==> config.mk <==
export PLATFORM = sky130hd
export DESIGN_NAME = vgd_ctrl
export DESIGN_NICKNAME = d
export VERILOG_FILES = /design/src/hdl/vgd_pkg.sv /design/src/hdl/vgd_ctrl.sv
export SDC_FILE = /design/constraint.sdc
export NUM_CORES = 1
export LEC_CHECK = 0
export BUFFER_PORTS_ARGS = -buffer_cell sky130_fd_sc_hd__buf_4
export CAP_MARGIN = 20
export CORE_AREA = 2 2 39 41
export CTS_CLUSTER_SIZE = 25
export DETAILED_ROUTE_END_ITERATION = 8
export DIE_AREA = 0 0 41 43
export HOLD_SLACK_MARGIN = 0.05
export SLEW_MARGIN = 20
export SYNTH_ARGS = -nofsm -noshare
export SYNTH_HDL_FRONTEND = slang
export SYNTH_SLANG_ARGS = --single-unit
==> constraint.sdc <==
create_clock -name clk_i -period 2.07 [get_ports clk_i]
set_input_delay 0.207 -clock clk_i [delete_from_list [all_inputs] [get_ports clk_i]]
set_output_delay 0.207 -clock clk_i [all_outputs]
set_load 0.03 [all_outputs]
==> src/hdl/vgd_pkg.sv <==
package vgd_pkg;

  // defaults for the top level parameters
  localparam int unsigned VOXEL_SLOTS_DEF     = 4096;
  localparam int unsigned MAX_SCAN_POINTS_DEF = 131072;
  localparam int unsigned COORD_BITS_DEF      = 24;

  // fixed field widths
  localparam int unsigned SCALE_BITS   = 21;
  localparam int unsigned SCALE_FRAC   = 24;
  localparam int unsigned RANGE_BITS   = 48;
  localparam int unsigned INT_BITS     = 16;
  localparam int unsigned CFG_IDX_BITS = 3;
  localparam int unsigned HASH_BITS    = 32;

  // register reset values
  localparam logic [SCALE_BITS-1:0] SCALE_RESET     = 21'd167772;
  localparam logic [RANGE_BITS-1:0] MIN_RANGE_RESET = '0;
  localparam logic [RANGE_BITS-1:0] MAX_RANGE_RESET = '1;

  // per-axis hash multipliers
  localparam logic [HASH_BITS-1:0] HASH_MUL_X = 32'h9E3779B1;
  localparam logic [HASH_BITS-1:0] HASH_MUL_Y = 32'h85EBCA77;
  localparam logic [HASH_BITS-1:0] HASH_MUL_Z = 32'hC2B2AE3D;

  typedef enum logic [CFG_IDX_BITS-1:0] {
    CFG_VOXEL_SCALE = 3'd0,
    CFG_MIN_RANGE   = 3'd1,
    CFG_MAX_RANGE   = 3'd2,
    CFG_RANGE_EN    = 3'd3,
    CFG_PASSTHROUGH = 3'd4
  } cfg_idx_e;

  typedef enum logic [3:0] {
    ST_CLEAR,
    ST_IDLE,
    ST_KEY,
    ST_CHK,
    ST_HASH,
    ST_PINIT,
    ST_PRD,
    ST_PCHK,
    ST_ENT,
    ST_LAT,
    ST_DIV,
    ST_OUT
  } vgd_state_e;

  // controller to datapath
  typedef struct packed {
    logic load;
    logic echo;
    logic none_out;
    logic ord_rd;
    logic key_step;
    logic step_clr;
    logic hash_step;
    logic drop_ovf;
    logic probe_init;
    logic probe_rd;
    logic probe_chk;
    logic ent_rd;
    logic ent_lat;
    logic div_run;
    logic emit;
    logic clr_step;
  } cmd_t;

  // datapath to controller
  typedef struct packed {
    logic passthrough;
    logic none_avail;
    logic step_last;
    logic range_drop;
    logic scan_full;
    logic probe_again;
    logic div_all;
    logic last_out;
    logic clr_last;
  } sts_t;

  function automatic logic [HASH_BITS-1:0] hash_const(input logic [1:0] axis);
    case (axis)
      2'd0:    return HASH_MUL_X;
      2'd1:    return HASH_MUL_Y;
      default: return HASH_MUL_Z;
    endcase
  endfunction

endpackage

==> src/hdl/vgd_ctrl.sv <==
module vgd_ctrl (
  input  logic          clk_i,
  input  logic          rst_ni,
  input  logic          start_i,
  input  logic          kind_i,
  input  vgd_pkg::sts_t sts_i,
  output vgd_pkg::cmd_t cmd_o,
  output logic          busy_o
);

  import vgd_pkg::*;

  vgd_state_e state_q, state_d;

  always_ff @(posedge clk_i or negedge rst_ni) begin
    if (!rst_ni) begin
      state_q <= ST_CLEAR;
    end else begin
      state_q <= state_d;
    end
  end

  always_comb begin
    state_d = state_q;
    cmd_o   = '0;
    busy_o  = 1'b1;
    case (state_q)
      // sweep the used flags
      ST_CLEAR: begin
        cmd_o.clr_step = 1'b1;
        if (sts_i.clr_last) state_d = ST_IDLE;
      end
      ST_IDLE: begin
        busy_o = 1'b0;
        if (start_i) begin
          if (!kind_i) begin
            if (sts_i.passthrough) begin
              cmd_o.echo = 1'b1;
            end else begin
              cmd_o.load = 1'b1;
              state_d    = ST_KEY;
            end
          end else if (sts_i.none_avail) begin
            cmd_o.none_out = 1'b1;
          end else begin
            cmd_o.ord_rd = 1'b1;
            state_d      = ST_ENT;
          end
        end
      end
      ST_KEY: begin
        cmd_o.key_step = 1'b1;
        if (sts_i.step_last) state_d = ST_CHK;
      end
      // range window, then point budget
      ST_CHK: begin
        if (sts_i.range_drop) begin
          state_d = ST_IDLE;
        end else if (sts_i.scan_full) begin
          cmd_o.drop_ovf = 1'b1;
          state_d        = ST_IDLE;
        end else begin
          cmd_o.step_clr = 1'b1;
          state_d        = ST_HASH;
        end
      end
      ST_HASH: begin
        cmd_o.hash_step = 1'b1;
        if (sts_i.step_last) state_d = ST_PINIT;
      end
      ST_PINIT: begin
        cmd_o.probe_init = 1'b1;
        state_d          = ST_PRD;
      end
      ST_PRD: begin
        cmd_o.probe_rd = 1'b1;
        state_d        = ST_PCHK;
      end
      ST_PCHK: begin
        cmd_o.probe_chk = 1'b1;
        state_d         = sts_i.probe_again ? ST_PRD : ST_IDLE;
      end
      ST_ENT: begin
        cmd_o.ent_rd = 1'b1;
        state_d      = ST_LAT;
      end
      ST_LAT: begin
        cmd_o.ent_lat = 1'b1;
        state_d       = ST_DIV;
      end
      ST_DIV: begin
        cmd_o.div_run = 1'b1;
        if (sts_i.div_all) state_d = ST_OUT;
      end
      ST_OUT: begin
        cmd_o.emit = 1'b1;
        state_d    = sts_i.last_out ? ST_CLEAR : ST_IDLE;
      end
      default: begin
        state_d = ST_CLEAR;
      end
    endcase
  end

endmodule
==> run summary <==
Post-detail-place hpwl: 890 microns
Hold_ws: 0.271 ns
CTS H-tree depth: 1
First-pass GRT wire length: 1.81 mm
IO Port Bufs: 29
Cell leakage power: 0.321 nW
Unrepaired setup endpoints after global routing: false
Min Tclk post-route: 1.83 ns
CTS tree: done
Largest net degree at the start of global routing: 16
CTS buffer count: 3
Starting DRT DRC Count: 5
Starting density of the core: 0.307
Fin Setup TNS: 0 ns
Clock sink count: 4
Detailed Routing Iterations Pass 1: 6
Post-CTS Resized: 0
Area grow syn2layout: 58.5%
Crit path arrival time: 1.62 ns
Final hold vios: 0
Boundary Pins: 30
Final Cell Area: 674 sq um
Register area share after synthesis: 0.235
Worst vdd ir: 0.000494 V
Initial antenna violation count: 0
Relative slew slack: 0.744
Status: finished, violations left
Fin. max-slew vios: 0
Largest register by flop count: state_q
Vert. Die Dim: 43 microns
Achievable Freq: 548 MHz
Worst-margin pin slew: 0.383 ns
Max Clock Skew: 0.00513 ns
Main flop type after synthesis: dfrtp_1
Clk root buf: clkbuf_4
PD cells: 1300 nW/um^2
Layout cell share with drive strength beyond 1: 0.411
Vias in the first global route: 460
Syn Area/Cell: 6.97 sq um
Final setup fails: 0
Worst min-delay path class: input port to register
Worst setup path category: register to primary output
Mapped Cells: 61
Failing checks: design-rule violations
Worst-Skew Late Latency: 0.24 ns
DR DRC count: 2
Async S/R FF share, synth: 1.00
Regs by FF count: state_q: 4 flops
Max reg flops: 4
Die area: 1760 sq um
Fillers: 139
Die X-Extent: 41 microns
Crit path launch type: register
Synth cell types: 26
Synthesized area: 425 sq um
Routed len/inst: 11.1 microns
Grt ovf: 0
Pre-CTS WS: 0.479 ns
Post-DRT Antenna Nets: 0
Crit Path Max Fanout: 15
Total Wirelength: 1.18 mm
Synth Net Count: 74
Clock transition at the registers of the reported paths: 0.04 ns
CTS Buffer Depth: 2
Vias per cell: 5.07
Final worst setup slack: 0.244 ns
GRT Total Usage: 0.150
EDFF count, synth: 0
Worst Path Required: 1.86 ns
Ant diodes: 0
Cell Rows: 14
Placer congestion estimate: 0.761
Yosys reg bits: 4
Core Area: 1380 sq um
Final worst-path cycle share: 0.882
Yosys warning count: 0
Post-layout util: 0.487
DP Area: 642 sq um
Nets: 105
Kind of end point of the critical path: primary output
Max-cap violations: 0
Vias: 537
## final cells by class
cell class	count	area (sq um)	share of cell area
Multi-Input combinational cell	50	293	0.434
Sequential cell	4	100	0.148
Timing Repair Buffer	30	228	0.338
Clock buffer	3	22.5	0.0334
Tap cell	16	20.0	0.0297
Inverter	3	11.3	0.0167
## worst max-delay path, cell delays in order, from the launching register on
cell	delay, ns
dfrtp_1	0.51
nor2_1	0.25
nand4_1	0.20
nor3b_1	0.24
buf_4	0.19
## power breakdown
| group | internal [W] | switching (W) | leakage (nW) |
|---|---|---|---|
| sequential | 0.000113 | 0.000108 | 0.0506 |
| combinational | 0.000241 | 0.000317 | 0.257 |
| clock | 0.0000648 | 0.0000310 | 0.0138 |
## Yosys cell counts (2+ instances only)
cell type  count  share of area
dfrtp_1        4           0.24
nand2b_1       4          0.059
nand2_1        6          0.053
nor2_1        11          0.097
o21ai_0        3          0.035
nor4_1         2          0.029
buf_2          2          0.024
inv_1          3          0.026
a21oi_1        2          0.024
nor3_1         5          0.059
a211oi_1       2          0.035
or2_2          2          0.029
nor3b_1        2          0.035
## stage by stage
stage,total power [W],cells
floorplan,0.000620,61
global placement,0.000785,102
detailed placement,0.000780,102
CTS,0.000880,106
global route,0.000945,106
finish,0.000875,106
## worst paths after layout
kind                             from         end  slack, ns  depth (start not counted)
max                        state_q[2]   cmd_o[14]       0.24                          4
min                          sts_i[4]  state_q[2]       0.27                          3
max reg2reg                state_q[2]  state_q[1]       0.58                          3
min reg2reg                state_q[3]  state_q[2]       0.68                          1
max in group asynchronous      rst_ni  state_q[0]       1.67                          2
min in group asynchronous      rst_ni  state_q[3]       0.30                          2
## routing by layer
| metal | wire, microns | track usage | vias to the layer above |
|---|---|---|---|
| li1 | - | - | 277 |
| met1 | 507 | 0.206 | 230 |
| met2 | 556 | 0.209 | 26 |
| met3 | 81 | 0 | 4 |
| met4 | 35 | 0.120 | 0 |
| met5 | 0 | 0 | - |
## cell families (layout without fill, tap and decap cells)
group,count (synthesis),after routing,synth area share
flops,4,4,0.235
simple gates,36,36,0.441
buf+inv,7,36,0.0765
compound gates,14,14,0.247
## cell usage in the layout (no fill, tap or decap), types with 2 or more instances in the layout
cell type	instances
nand2b_1	4
a211oi_1	2
inv_1	3
dfrtp_1	4
a21oi_1	2
nor3b_1	2
buf_4	29
o21ai_0	3
nor2_1	11
nor4_1	2
nor3_1	5
clkbuf_4	3
nand2_1	6
or2_2	2
## timing repair
item                      CTS  global route
hold endpoints to repair    4             0
hold buffers                1             0
buffers inserted            0             0
Power figures use the tool's default switching activity.
